--- config.mk ---
export PLATFORM = sky130hd
export DESIGN_NAME = base64_stream_codec_top_flat
export DESIGN_NICKNAME = d
export VERILOG_FILES = /design/src/b64c_pkg.sv /design/src/b64c_if.sv /design/src/base64_stream_codec_top.sv /design/src/flat_wrapper.sv
export SDC_FILE = /design/constraint.sdc
export NUM_CORES = 1
export LEC_CHECK = 0
export BUFFER_PORTS_ARGS = -buffer_cell sky130_fd_sc_hd__buf_2
export CORE_MARGIN = 10
export CORE_UTILIZATION = 55
export CTS_CLUSTER_SIZE = 24
export DETAILED_ROUTE_END_ITERATION = 10
export PLACE_DENSITY = 0.71
export SLEW_MARGIN = 20
export SYNTH_ARGS = -nofsm -noshare
export SYNTH_HDL_FRONTEND = slang
export SYNTH_SLANG_ARGS = --single-unit
--- constraint.sdc ---
create_clock -name clk -period 7.3 [get_ports clk]
set_input_delay 1.46 -clock clk [delete_from_list [all_inputs] [get_ports clk]]
set_output_delay 1.46 -clock clk [all_outputs]
set_load 0.05 [all_outputs]
--- src/b64c_pkg.sv ---
// Shared types, constants and symbol mapping functions for the Base64 stream codec.
`default_nettype none

package b64c_pkg;

	// Field widths
	localparam int unsigned BYTE_W = 8;
	localparam int unsigned SYM_W = 6;
	localparam int unsigned CFG_IDX_W = 8;
	localparam int unsigned CFG_DATA_W = 8;
	localparam int unsigned MAX_RES = 4;
	localparam int unsigned RES_IDX_W = $clog2(MAX_RES);
	localparam int unsigned RES_CNT_W = $clog2(MAX_RES + 1);

	// Configuration register indexes
	localparam logic [CFG_IDX_W-1:0] CFG_DIRECTION = 8'd0;
	localparam logic [CFG_IDX_W-1:0] CFG_ALPHABET = 8'd1;
	localparam logic [CFG_IDX_W-1:0] CFG_PAD_ENABLE = 8'd2;

	// Configuration reset values
	localparam logic DIRECTION_RST = 1'b0;
	localparam logic ALPHABET_RST = 1'b0;
	localparam logic PAD_ENABLE_RST = 1'b1;

	// Direction and alphabet codes
	localparam logic DIR_ENCODE = 1'b0;
	localparam logic DIR_DECODE = 1'b1;
	localparam logic ALPH_STANDARD = 1'b0;
	localparam logic ALPH_URL = 1'b1;

	// Characters
	localparam logic [BYTE_W-1:0] CHAR_PAD = 8'h3D;	// '='
	localparam logic [BYTE_W-1:0] CHAR_UPPER_A = 8'h41;
	localparam logic [BYTE_W-1:0] CHAR_UPPER_Z = 8'h5A;
	localparam logic [BYTE_W-1:0] CHAR_LOWER_A = 8'h61;
	localparam logic [BYTE_W-1:0] CHAR_LOWER_Z = 8'h7A;
	localparam logic [BYTE_W-1:0] CHAR_DIGIT_0 = 8'h30;
	localparam logic [BYTE_W-1:0] CHAR_DIGIT_9 = 8'h39;
	localparam logic [BYTE_W-1:0] CHAR_PLUS = 8'h2B;
	localparam logic [BYTE_W-1:0] CHAR_SLASH = 8'h2F;
	localparam logic [BYTE_W-1:0] CHAR_MINUS = 8'h2D;
	localparam logic [BYTE_W-1:0] CHAR_UNDERSCORE = 8'h5F;

	// Symbol values
	localparam logic [SYM_W-1:0] SYM_LOWER_BASE = 6'd26;
	localparam logic [SYM_W-1:0] SYM_DIGIT_BASE = 6'd52;
	localparam logic [SYM_W-1:0] SYM_62 = 6'd62;
	localparam logic [SYM_W-1:0] SYM_63 = 6'd63;

	// One result beat
	typedef struct packed {
		logic [BYTE_W-1:0] out_byte;
		logic              out_valid;
		logic              out_last;
		logic              decode_error;
	} res_beat_t;

	// Decoded symbol with an invalid flag
	typedef struct packed {
		logic             bad;
		logic [SYM_W-1:0] sym;
	} sym_look_t;

	// Map a six-bit symbol to its character
	function automatic logic [BYTE_W-1:0] sym_to_char(input logic [SYM_W-1:0] v,
		input logic alph);
		logic [BYTE_W-1:0] c;
		if (v < SYM_LOWER_BASE) begin
			c = CHAR_UPPER_A + BYTE_W'(v);
		end else if (v < SYM_DIGIT_BASE) begin
			c = CHAR_LOWER_A + BYTE_W'(v - SYM_LOWER_BASE);
		end else if (v < SYM_62) begin
			c = CHAR_DIGIT_0 + BYTE_W'(v - SYM_DIGIT_BASE);
		end else if (v == SYM_62) begin
			c = (alph == ALPH_URL) ? CHAR_MINUS : CHAR_PLUS;
		end else begin
			c = (alph == ALPH_URL) ? CHAR_UNDERSCORE : CHAR_SLASH;
		end
		return c;
	endfunction

	// Map a character back to its symbol; flag anything outside the alphabet (URL also takes + and /)
	function automatic sym_look_t char_to_sym(input logic [BYTE_W-1:0] c, input logic alph);
		sym_look_t r;
		r.bad = 1'b0;
		r.sym = '0;
		if (c >= CHAR_UPPER_A && c <= CHAR_UPPER_Z) begin
			r.sym = SYM_W'(c - CHAR_UPPER_A);
		end else if (c >= CHAR_LOWER_A && c <= CHAR_LOWER_Z) begin
			r.sym = SYM_W'(c - CHAR_LOWER_A) + SYM_LOWER_BASE;
		end else if (c >= CHAR_DIGIT_0 && c <= CHAR_DIGIT_9) begin
			r.sym = SYM_W'(c - CHAR_DIGIT_0) + SYM_DIGIT_BASE;
		end else if (c == CHAR_PLUS) begin
			r.sym = SYM_62;
		end else if (c == CHAR_SLASH) begin
			r.sym = SYM_63;
		end else if (alph == ALPH_URL && c == CHAR_MINUS) begin
			r.sym = SYM_62;
		end else if (alph == ALPH_URL && c == CHAR_UNDERSCORE) begin
			r.sym = SYM_63;
		end else begin
			r.bad = 1'b1;
		end
		return r;
	endfunction

endpackage

`default_nettype wire

--- src/b64c_if.sv ---
// Valid/ready channel interfaces for input items, result beats and register writes.
`default_nettype none

interface b64c_item_if
	import b64c_pkg::*;
();
	logic              valid;
	logic              ready;
	logic [BYTE_W-1:0] in_byte;
	logic              in_last;

	modport source (output valid, in_byte, in_last, input ready);
	modport sink (input valid, in_byte, in_last, output ready);
endinterface

interface b64c_res_if
	import b64c_pkg::*;
();
	logic              valid;
	logic              ready;
	logic [BYTE_W-1:0] out_byte;
	logic              out_valid;
	logic              out_last;
	logic              decode_error;

	modport source (output valid, out_byte, out_valid, out_last, decode_error, input ready);
	modport sink (input valid, out_byte, out_valid, out_last, decode_error, output ready);
endinterface

interface b64c_cfg_if
	import b64c_pkg::*;
();
	logic                  valid;
	logic                  ready;
	logic [CFG_IDX_W-1:0]  index;
	logic [CFG_DATA_W-1:0] data;

	modport source (output valid, index, data, input ready);
	modport sink (input valid, index, data, output ready);
endinterface

`default_nettype wire

--- src/base64_stream_codec_top.sv ---
// Base64 stream codec top level: group state, single-pass mapping and result buffer.
//
//  channel  | dir | payload                                        | handshake
//  ---------+-----+------------------------------------------------+-----------
//  item     | in  | in_byte[7:0], in_last                          | valid/ready
//  result   | out | out_byte[7:0], out_valid, out_last, decode_error| valid/ready
//  cfg      | in  | index[7:0], data[7:0] (bit 0 used)             | valid/ready
//
// An accepted item is mapped in the same cycle into zero to four result beats, held in
// a four-entry buffer that sends one beat per cycle while result is ready. The input is
// held while beats remain; the next item is taken in the cycle the last beat leaves.
// Reset clears the buffer, the group state and the registers (pad_enable resets to 1).
// A stalled result holds its beat; the cfg channel is always ready.
`default_nettype none

module base64_stream_codec_top
	import b64c_pkg::*;
(
	input  wire logic   clk,
	input  wire logic   arst_n,
	b64c_item_if.sink   item,
	b64c_res_if.source  result,
	b64c_cfg_if.sink    cfg
);

	// Configuration and group state
	logic              direction_q;
	logic              alphabet_q;
	logic              pad_enable_q;
	logic [1:0]        phase_q;
	logic [SYM_W-1:0]  carry_q;
	logic              halted_q;
	logic              third_missing_q;

	// Result buffer
	res_beat_t              res_q [MAX_RES];
	logic [RES_CNT_W-1:0]   cnt_q;

	// Next-state and result list
	res_beat_t              beat [MAX_RES];
	logic [RES_CNT_W-1:0]   n_beats;
	logic [1:0]             phase_d;
	logic [SYM_W-1:0]       carry_d;
	logic                   halted_d;
	logic                   third_missing_d;
	sym_look_t              look;

	logic item_acc;
	logic res_pop;
	logic cfg_acc;

	assign res_pop = result.valid && result.ready;
	assign item_acc = item.valid && item.ready;
	assign cfg_acc = cfg.valid && cfg.ready;

	// Take a new item once the buffer empties in this cycle
	assign item.ready = (cnt_q == RES_CNT_W'(0)) ||
		(cnt_q == RES_CNT_W'(1) && result.ready);
	assign cfg.ready = 1'b1;

	assign result.valid = (cnt_q != RES_CNT_W'(0));
	assign result.out_byte = res_q[0].out_byte;
	assign result.out_valid = res_q[0].out_valid;
	assign result.out_last = res_q[0].out_last;
	assign result.decode_error = res_q[0].decode_error;

	assign look = char_to_sym(item.in_byte, alphabet_q);

	// Map one item to its beats and the next group state
	always_comb begin
		for (int i = 0; i < MAX_RES; i++) begin
			beat[i] = '0;
		end
		n_beats = '0;
		phase_d = phase_q;
		carry_d = carry_q;
		halted_d = halted_q;
		third_missing_d = third_missing_q;

		if (direction_q == DIR_ENCODE) begin
			case (phase_q)
				2'd1: begin
					beat[0].out_byte = sym_to_char(carry_q | {2'b0, item.in_byte[7:4]},
						alphabet_q);
					beat[0].out_valid = 1'b1;
					n_beats = RES_CNT_W'(1);
					carry_d = {item.in_byte[3:0], 2'b0};
					phase_d = 2'd2;
				end
				2'd2: begin
					beat[0].out_byte = sym_to_char(carry_q | {4'b0, item.in_byte[7:6]},
						alphabet_q);
					beat[0].out_valid = 1'b1;
					beat[1].out_byte = sym_to_char(item.in_byte[5:0], alphabet_q);
					beat[1].out_valid = 1'b1;
					n_beats = RES_CNT_W'(2);
					carry_d = '0;
					phase_d = 2'd0;
				end
				default: begin
					beat[0].out_byte = sym_to_char(item.in_byte[7:2], alphabet_q);
					beat[0].out_valid = 1'b1;
					n_beats = RES_CNT_W'(1);
					carry_d = {item.in_byte[1:0], 4'b0};
					phase_d = 2'd1;
				end
			endcase

			// Flush the partial group and, if padding is enabled, pad it out
			if (item.in_last) begin
				if (phase_d != 2'd0) begin
					beat[n_beats[RES_IDX_W-1:0]].out_byte = sym_to_char(carry_d, alphabet_q);
					beat[n_beats[RES_IDX_W-1:0]].out_valid = 1'b1;
					n_beats = n_beats + RES_CNT_W'(1);
					if (pad_enable_q) begin
						beat[n_beats[RES_IDX_W-1:0]].out_byte = CHAR_PAD;
						beat[n_beats[RES_IDX_W-1:0]].out_valid = 1'b1;
						n_beats = n_beats + RES_CNT_W'(1);
						if (phase_d == 2'd1) begin
							beat[n_beats[RES_IDX_W-1:0]].out_byte = CHAR_PAD;
							beat[n_beats[RES_IDX_W-1:0]].out_valid = 1'b1;
							n_beats = n_beats + RES_CNT_W'(1);
						end
					end
				end
				beat[RES_IDX_W'(n_beats - RES_CNT_W'(1))].out_last = 1'b1;
			end
		end else begin
			if (!halted_q) begin
				case (phase_q)
					2'd0: begin
						if (look.bad) begin
							halted_d = 1'b1;
						end else begin
							carry_d = look.sym;
							phase_d = 2'd1;
						end
					end
					2'd1: begin
						if (look.bad) begin
							halted_d = 1'b1;
						end else begin
							beat[0].out_byte = {carry_q, look.sym[5:4]};
							beat[0].out_valid = 1'b1;
							n_beats = RES_CNT_W'(1);
							carry_d = look.sym;
							phase_d = 2'd2;
						end
					end
					2'd2: begin
						if (look.bad) begin
							third_missing_d = 1'b1;
						end else begin
							beat[0].out_byte = {carry_q[3:0], look.sym[5:2]};
							beat[0].out_valid = 1'b1;
							n_beats = RES_CNT_W'(1);
							carry_d = look.sym;
							third_missing_d = 1'b0;
						end
						phase_d = 2'd3;
					end
					default: begin
						if (!look.bad && !third_missing_q) begin
							beat[0].out_byte = {carry_q[1:0], look.sym};
							beat[0].out_valid = 1'b1;
							n_beats = RES_CNT_W'(1);
						end
						carry_d = '0;
						third_missing_d = 1'b0;
						phase_d = 2'd0;
					end
				endcase
			end

			// Close the message, with a bare end marker if nothing left
			if (item.in_last) begin
				if (n_beats == RES_CNT_W'(0)) begin
					beat[0].decode_error = halted_d;
					n_beats = RES_CNT_W'(1);
				end
				beat[0].out_last = 1'b1;
			end
		end

		// End of message returns the group state to reset
		if (item.in_last) begin
			phase_d = 2'd0;
			carry_d = '0;
			halted_d = 1'b0;
			third_missing_d = 1'b0;
		end
	end

	// Advance group state on accepted items; register writes
	always_ff @(posedge clk or negedge arst_n) begin
		if (!arst_n) begin
			direction_q <= DIRECTION_RST;
			alphabet_q <= ALPHABET_RST;
			pad_enable_q <= PAD_ENABLE_RST;
			phase_q <= 2'd0;
			carry_q <= '0;
			halted_q <= 1'b0;
			third_missing_q <= 1'b0;
		end else begin
			if (cfg_acc && cfg.index == CFG_DIRECTION) begin
				phase_q <= 2'd0;
				carry_q <= '0;
				halted_q <= 1'b0;
				third_missing_q <= 1'b0;
			end else if (item_acc) begin
				phase_q <= phase_d;
				carry_q <= carry_d;
				halted_q <= halted_d;
				third_missing_q <= third_missing_d;
			end
			if (cfg_acc) begin
				case (cfg.index)
					CFG_DIRECTION: direction_q <= cfg.data[0];
					CFG_ALPHABET: alphabet_q <= cfg.data[0];
					CFG_PAD_ENABLE: pad_enable_q <= cfg.data[0];
					default: ;
				endcase
			end
		end
	end

	// Count beats held in the buffer
	always_ff @(posedge clk or negedge arst_n) begin
		if (!arst_n) begin
			cnt_q <= '0;
		end else if (item_acc) begin
			cnt_q <= n_beats;
		end else if (res_pop) begin
			cnt_q <= cnt_q - RES_CNT_W'(1);
		end
	end

	// Load a fresh list or drop the head beat
	always_ff @(posedge clk) begin
		if (item_acc) begin
			for (int i = 0; i < MAX_RES; i++) begin
				res_q[i] <= beat[i];
			end
		end else if (res_pop) begin
			for (int i = 0; i < MAX_RES - 1; i++) begin
				res_q[i] <= res_q[i + 1];
			end
			res_q[MAX_RES - 1] <= '0;
		end
	end

endmodule

`default_nettype wire

--- src/flat_wrapper.sv ---
// flat-port wrapper written by rule: the top's interface ports become plain ports
module base64_stream_codec_top_flat import b64c_pkg::*;
  (clk, arst_n, item_valid, item_in_byte, item_in_last, item_ready, result_valid, result_out_byte, result_out_valid, result_out_last, result_decode_error, result_ready, cfg_valid, cfg_index, cfg_data, cfg_ready);
  b64c_item_if item_i ();
  b64c_res_if result_i ();
  b64c_cfg_if cfg_i ();
  input  wire logic clk;
  input  wire logic arst_n;
  input wire logic [$bits(item_i.valid)-1:0] item_valid;
  input wire logic [$bits(item_i.in_byte)-1:0] item_in_byte;
  input wire logic [$bits(item_i.in_last)-1:0] item_in_last;
  output wire logic [$bits(item_i.ready)-1:0] item_ready;
  output wire logic [$bits(result_i.valid)-1:0] result_valid;
  output wire logic [$bits(result_i.out_byte)-1:0] result_out_byte;
  output wire logic [$bits(result_i.out_valid)-1:0] result_out_valid;
  output wire logic [$bits(result_i.out_last)-1:0] result_out_last;
  output wire logic [$bits(result_i.decode_error)-1:0] result_decode_error;
  input wire logic [$bits(result_i.ready)-1:0] result_ready;
  input wire logic [$bits(cfg_i.valid)-1:0] cfg_valid;
  input wire logic [$bits(cfg_i.index)-1:0] cfg_index;
  input wire logic [$bits(cfg_i.data)-1:0] cfg_data;
  output wire logic [$bits(cfg_i.ready)-1:0] cfg_ready;
  assign item_i.valid = item_valid;
  assign item_i.in_byte = item_in_byte;
  assign item_i.in_last = item_in_last;
  assign item_ready = item_i.ready;
  assign result_valid = result_i.valid;
  assign result_out_byte = result_i.out_byte;
  assign result_out_valid = result_i.out_valid;
  assign result_out_last = result_i.out_last;
  assign result_decode_error = result_i.decode_error;
  assign result_i.ready = result_ready;
  assign cfg_i.valid = cfg_valid;
  assign cfg_i.index = cfg_index;
  assign cfg_i.data = cfg_data;
  assign cfg_ready = cfg_i.ready;
  base64_stream_codec_top u_core (.clk(clk), .arst_n(arst_n), .item(item_i), .result(result_i), .cfg(cfg_i));
endmodule
==> impl_metrics.py, run 1 <==
metrics = {
    "run_status": {
        "status": "complete, no violations",
    },
    "sta": {
        "min_period_ns": 4.61,
        "finalSetupTns_ns": 0,
        "period_share": 0.632,
        "rsz0062_at_grt": "false",
        "final_hold_viol_count": 0,
        "final-setup-viol-count": 0,
        "max_freq_mhz": 217,
        "fin_hold_ws_ns": 0.529,
        "skew_ns": 0.00424,
        "worst_pin_slew_ns": 0.946,
        "slew_viol_final": 0,
        "slew_headroom": 0.369,
    },
    "floorplan": {
        "rows": 38,
        "initial_core_util": 0.565,
        "dieArea_um2": 15800,
        "die_x_um": 126,
        "fp.dieH_um": 126,
        "ios": 44,
        "core_area_um2": 10900,
    },
    "global_routing": {
        "grt.busiest_layer": "met2",
        "grt_pass1_wl_um": 28400,
        "grt_usage": 0.210,
        "use_met2": 0.327,
        "grt_pass1_vias": 5459,
        "antenna_found_initial": 0,
        "use_met1": 0.291,
        "grt_overflow_total": 0,
        "use_met3": 0.0273,
        "grt_max_degree": 39,
    },
    "clocking": {
        "clk_latency_ns": 0.30,
        "htree_num_levels": 2,
        "cts_buffer_depth": 2,
        "cts_buffers": 5,
        "path_clk_slew_ns": 0.09,
        "ctsResizeCount": 0,
        "cts_root_buffer": "clkbuf_8",
        "hold_buffers": 0,
        "cts_tree": "done",
        "cts.sinks": 49,
        "cts_setup_buffers": 0,
    },
    "power_and_ir_drop": {
        "p_clk_frac": 0.090,
        "combPwrFrac": 0.617,
        "seq_power_share": 0.292,
        "power_density_nw_per_um2": 274,
        "netSwitchingFraction": 0.508,
        "power.switching_uw": 881,
        "irDropWorstVdd_mv": 0.244,
        "power.leakage_nw": 2.44,
        "p_int_uw": 855,
    },
    "drt": {
        "dr.pass1.iters": 6,
        "vias": 6126,
        "drt_iter0_drc": 799,
        "ant_nets": 0,
        "via_per_inst": 6.73,
        "wl_per_cell_um": 19.7,
        "drc": 0,
        "wirelength_um": 17900,
    },
    "worst_setup_path": {
        "worst_r2r_endpoint": "u_core.res_q[0][20]",
        "timing_worst_setup_path_type": "primary input to register",
        "critPathLaunchType": "primary input",
        "critPathRequiredTime_ns": 7.35,
        "timing.rr.start": "u_core.phase_q[0]",
        "crit_arrival_ns": 4.66,
        "cp_max_fo": 24,
        "crit_path_end_kind": "register",
        "rrSetupSlack_ns": 3.73,
        "worstRegToRegCells": 10,
        "startpoint": "item_in_byte[5]",
    },
    "place": {
        "gp_congestion": 0.950,
        "hpwl_um": 13300,
        "numPortBuffers": 35,
    },
    "layout": {
        "drive_gt1_frac": 0.0974,
        "final_core_util": 0.582,
        "syn_to_final_growth_pct": 3.09,
        "antennaDiodeCount": 0,
        "nets": 851,
    },
    "logic_synthesis": {
        "syn_area_um2": 6150,
        "syn_avg_cell_area_um2": 7.83,
        "synth-edff-count": 33,
        "yosysSeqAreaShare": 0.226,
        "synth_flop_cell": "edfxtp_1",
        "synth_fp_nets": 867,
        "ys_ff_latch": 49,
        "ys_types": 85,
        "synth_cells": 785,
        "async_flop_share": 0.327,
        "yosys_warnings": 0,
    },
    "flow_run": {
        "cap_violations": 0,
    },
    "hold_path": {
        "whs_endpoint": "u_core.res_q[0][1]",
        "hp-class": "register to register",
        "hp-start": "u_core.res_q[0][12]",
        "hold_path_depth": 2,
    },
}
## worst max-delay path, stage by stage
cell       delay [ns]
buf_2            0.42
ha_1             0.65
and4bb_4         0.30
a2111oi_4        0.55
nand2_1          0.15
a311oi_2         0.35
a2111oi_2        0.12
a221o_1          0.32
a221o_1          0.34
## layout make-up
cell class	instances	area, um2
clock inverters	2	10.0
repair buffers	38	218
clock buffers	6	72.6
fillers	1035	4550
flip-flops and latches	49	1390
inverters	30	113
multi-input cells	645	4360
well taps	140	175
## synthesized netlist by cell type (all sizes together), types with 4 or more instances
master	count	share of area
o2bb2ai	4	0.0057
a31oi	13	0.013
xnor2	30	0.043
o211ai	10	0.012
or2	7	0.0071
nand3b	4	0.0049
nor3b	6	0.0073
o21bai	5	0.0061
clkbuf	35	0.021
nor3	19	0.017
edfxtp	33	0.16
o31ai	9	0.011
inv	29	0.018
a211oi	4	0.0049
dfrtp	15	0.061
xor2	20	0.028
o221ai	5	0.0071
a21o	7	0.0085
nor2	57	0.035
and2	6	0.0065
nor4	4	0.0051
a22o	4	0.0057
or3	8	0.0081
o2111ai	8	0.011
a311oi	5	0.0092
a221o	6	0.0098
a2111oi	6	0.017
nor2b	15	0.015
ha	52	0.11
nand2b	9	0.0092
nand4	6	0.0061
a22oi	10	0.012
nand3	28	0.023
buf	26	0.027
o21ai	56	0.046
nand2	95	0.058
a21oi	62	0.051
## kinds of logic (layout without fill, tap and decap cells)
family,Yosys count,in the layout,share of synthesized area
compound gates,258,258,0.295
xor+xnor,51,51,0.0749
buf+inv,91,76,0.0665
flops,49,49,0.226
simple gates,278,278,0.222
mux,5,5,0.00855
fa+ha+maj,52,52,0.106
other cells,1,1,0.000610
## cells in the final DEF, fill, tap and decap left out, drive strengths merged, types with 13 or more instances in the layout
cell / instances
buf: 38
nand2: 95
xor2: 20
o21ai: 56
edfxtp: 33
nand3: 28
a31oi: 13
nor3: 19
nor2b: 15
ha: 52
nor2: 57
inv: 29
xnor2: 30
a21oi: 62
dfrtp: 15
## worst max path at each step
stage / slack, ns / end / cells past startpoint
after global placement: 2.51 / u_core.res_q[0][3] / 9
after global routing: 2.58 / u_core.res_q[0][3] / 10
final: 2.69 / u_core.res_q[0][3] / 9
after floorplan: 3.15 / u_core.res_q[0][3] / 11
after CTS: 2.77 / u_core.res_q[0][3] / 9
after detailed placement: 2.44 / u_core.res_q[0][3] / 9
## flip-flops by register name, summed over array words and instances, names as in the netlist
register                cells
u_core.res_q               33
u_core.carry_q              6
u_core.cnt_q                3
u_core.phase_q              2
u_core.alphabet_q           1
u_core.direction_q          1
u_core.halted_q             1
u_core.pad_enable_q         1
u_core.third_missing_q      1
## metal layers
metal,vias to the layer above,wire [um]
li1,2855,-
met1,2906,8030
met5,-,0
met4,0,549
met3,50,1260
met2,315,8050
## power by group through the flow
stage          logic, mW  clock network, mW  registers (mW)
5_1_grt             1.16              0.169           0.518
3_5_place_dp        1.04                  0           0.513
4_1_cts             1.04              0.159           0.507
2_1_floorplan      0.845                  0           0.479
6_report            1.07              0.157           0.507
3_3_place_gp        1.02                  0           0.509
## per-stage QoR
stage	cell area [um2]	std cells	setup slack, ns	power, mW
after CTS	6310	909	2.77	1.71
final	6340	910	2.69	1.74
after detailed placement	6230	901	2.44	1.55
after global routing	6340	910	2.58	1.85
after global placement	6230	901	2.51	1.53
after floorplan	6150	785	3.15	1.32
No activity file was read; power rests on OpenSTA's default activity.
==> run 2: changes to the inputs <==
==> constraint.sdc (replaced) <==
create_clock -name clk -period 4.8 [get_ports clk]
set_input_delay 0.96 -clock clk [delete_from_list [all_inputs] [get_ports clk]]
set_output_delay 0.96 -clock clk [all_outputs]
set_load 0.05 [all_outputs]
==> run 2 against run 1 <==
Clock power grew 85%. Utilization grew 0.67 points. Critical path depth grew 1. Global-route usage increased by 0.52 points. Register-to-register slack got worse by 2.5 ns. First-iteration DRC count shrank 11%. Worst setup slack lost 1.9 ns. Die area did not move. Sequential share of layout area fell by 0.25 points. Critical path type unchanged. Sequential cell count is the same.
==> impl_metrics.py, run 2 (synthesis gave the netlist of run 1 again) <==
metrics = {
    "layout": {
        "ff_latch_area_um2": 1390,
        "final_core_util": 0.589,
        "multi_input_area_um2": 4360,
        "fillers": 1008,
        "nets": 857,
        "top_regs": "u_core.res_q: 33 flops, u_core.carry_q: 6 flops, u_core.cnt_q: 3 flops",
        "final_cell_mix": "nand2_1 (95), a21oi_1 (61), nor2_1 (57)",
        "largest_reg_flops": 33,
        "antennaDiodeCount": 0,
        "largest_register": "u_core.res_q",
        "final_common_cell": "nand2_1",
        "drive_gt1_frac": 0.104,
        "syn_to_final_growth_pct": 4.27,
    },
    "worst_setup_path": {
        "crit_arrival_ns": 4.00,
        "worst_r2r_endpoint": "u_core.res_q[0][20]",
        "startpoint": "item_in_byte[2]",
        "rrSetupSlack_ns": 1.22,
        "worstRegToRegCells": 10,
        "timing_worst_setup_path_type": "primary input to register",
        "cp_max_fo": 14,
        "crit_end": "u_core.res_q[0][3]",
        "crit_path_end_kind": "register",
        "critPathLaunchType": "primary input",
        "critPathRequiredTime_ns": 4.84,
        "timing.rr.start": "u_core.phase_q[0]",
    },
    "drt": {
        "dr.pass1.iters": 5,
        "drt_iter0_drc": 712,
        "wirelength_um": 18300,
        "vias": 6116,
        "drc": 0,
        "ant_nets": 0,
        "wl_per_cell_um": 20.0,
        "via_per_inst": 6.68,
    },
    "floorplan": {
        "initial_core_util": 0.565,
        "rows": 38,
        "die_x_um": 126,
        "fp.dieH_um": 126,
        "dieArea_um2": 15800,
        "ios": 44,
        "core_area_um2": 10900,
    },
    "clocking": {
        "hold_buffers": 0,
        "cts_buffers": 5,
        "cts_root_buffer": "clkbuf_8",
        "path_clk_slew_ns": 0.10,
        "cts_setup_buffers": 0,
        "cts_buffer_depth": 2,
        "clk_latency_ns": 0.30,
        "cts.sinks": 49,
        "htree_num_levels": 2,
        "ctsResizeCount": 0,
        "cts_tree": "done",
    },
    "flow_run": {
        "cap_violations": 0,
    },
    "sta": {
        "slew_viol_final": 0,
        "period_share": 0.826,
        "slew_headroom": 0.378,
        "worst_pin_slew_ns": 0.934,
        "max_freq_mhz": 252,
        "skew_ns": 0.0105,
        "rsz0062_at_grt": "false",
        "final_hold_viol_count": 0,
        "min_period_ns": 3.96,
        "final-setup-viol-count": 0,
        "worst_slack_ns": 0.836,
        "finalSetupTns_ns": 0,
    },
    "place": {
        "numPortBuffers": 35,
        "dp_slack_ns": 0.602,
        "gp_congestion": 0.917,
        "hpwl_um": 13600,
    },
    "global_routing": {
        "antenna_found_initial": 0,
        "use_met3": 0.0268,
        "grt_pass1_wl_um": 29300,
        "use_met1": 0.288,
        "grt_pass1_vias": 5690,
        "grt_usage": 0.216,
        "use_met2": 0.354,
        "grt_overflow_total": 0,
        "grt_max_degree": 39,
        "grt.busiest_layer": "met2",
    },
    "run_status": {
        "status": "complete, no violations",
    },
    "power_and_ir_drop": {
        "irDropWorstVdd_mv": 0.419,
        "power.leakage_nw": 2.48,
        "power_density_nw_per_um2": 423,
    },
    "hold_path": {
        "hp-class": "register to register",
    },
}
[run 2: critical path, stage by stage]
cell and delay (ns):
buf_2 0.28, inv_1 0.29, ha_1 0.40, a21o_1 0.30, a2111oi_4 0.56, nand2_1 0.13
a311oi_2 0.30, a2111oi_2 0.11, a221o_1 0.32, a221o_1 0.35
[run 2: stage by stage]
stage               hold slack, ns  std cells  power [mW]  cell area [um2]
global route                 0.567        916        2.90             6410
CTS                          0.537        915        2.67             6380
detailed placement           0.513        907        2.38             6270
finish                       0.535        916        2.71             6410
floorplan                    0.492        785        2.01             6150
global placement             0.497        907        2.34             6270
[run 2: layout make-up]
| class | count | area share |
|---|---|---|
| well taps | 140 | 0.0273 |
| repair buffers | 44 | 0.0410 |
| flip-flops and latches | 49 | 0.217 |
| multi-input cells | 645 | 0.680 |
| inverters | 30 | 0.0176 |
| clock buffers | 5 | 0.0107 |
| clock inverters | 3 | 0.00644 |
[run 2: power breakdown]
part,switching (mW),internal [mW]
Combinational,1.09,0.565
Sequential,0.129,0.641
Clock,0.137,0.153
Total,1.35,1.36
[run 2: worst min-delay path by stage]
stage               depth (start not counted)  slack [ns]            endpoint                 from
finish                                      2        0.54  u_core.res_q[0][1]  u_core.res_q[0][12]
detailed placement                          2        0.51  u_core.res_q[0][1]  u_core.res_q[0][12]
floorplan                                   2        0.49  u_core.res_q[0][1]  u_core.res_q[0][12]
global placement                            2        0.50  u_core.res_q[0][1]  u_core.res_q[0][12]
CTS                                         2        0.54  u_core.res_q[0][1]  u_core.res_q[0][12]
global route                                1        0.57   u_core.phase_q[1]               arst_n
[run 2: routing by layer]
layer / wire length [um] / vias up / share of wire
li1: - / 2881 / -
met1: 8210 / 2889 / 0.45
met2: 8360 / 302 / 0.46
met3: 1300 / 44 / 0.071
met4: 458 / 0 / 0.025
met5: 0 / - / 0
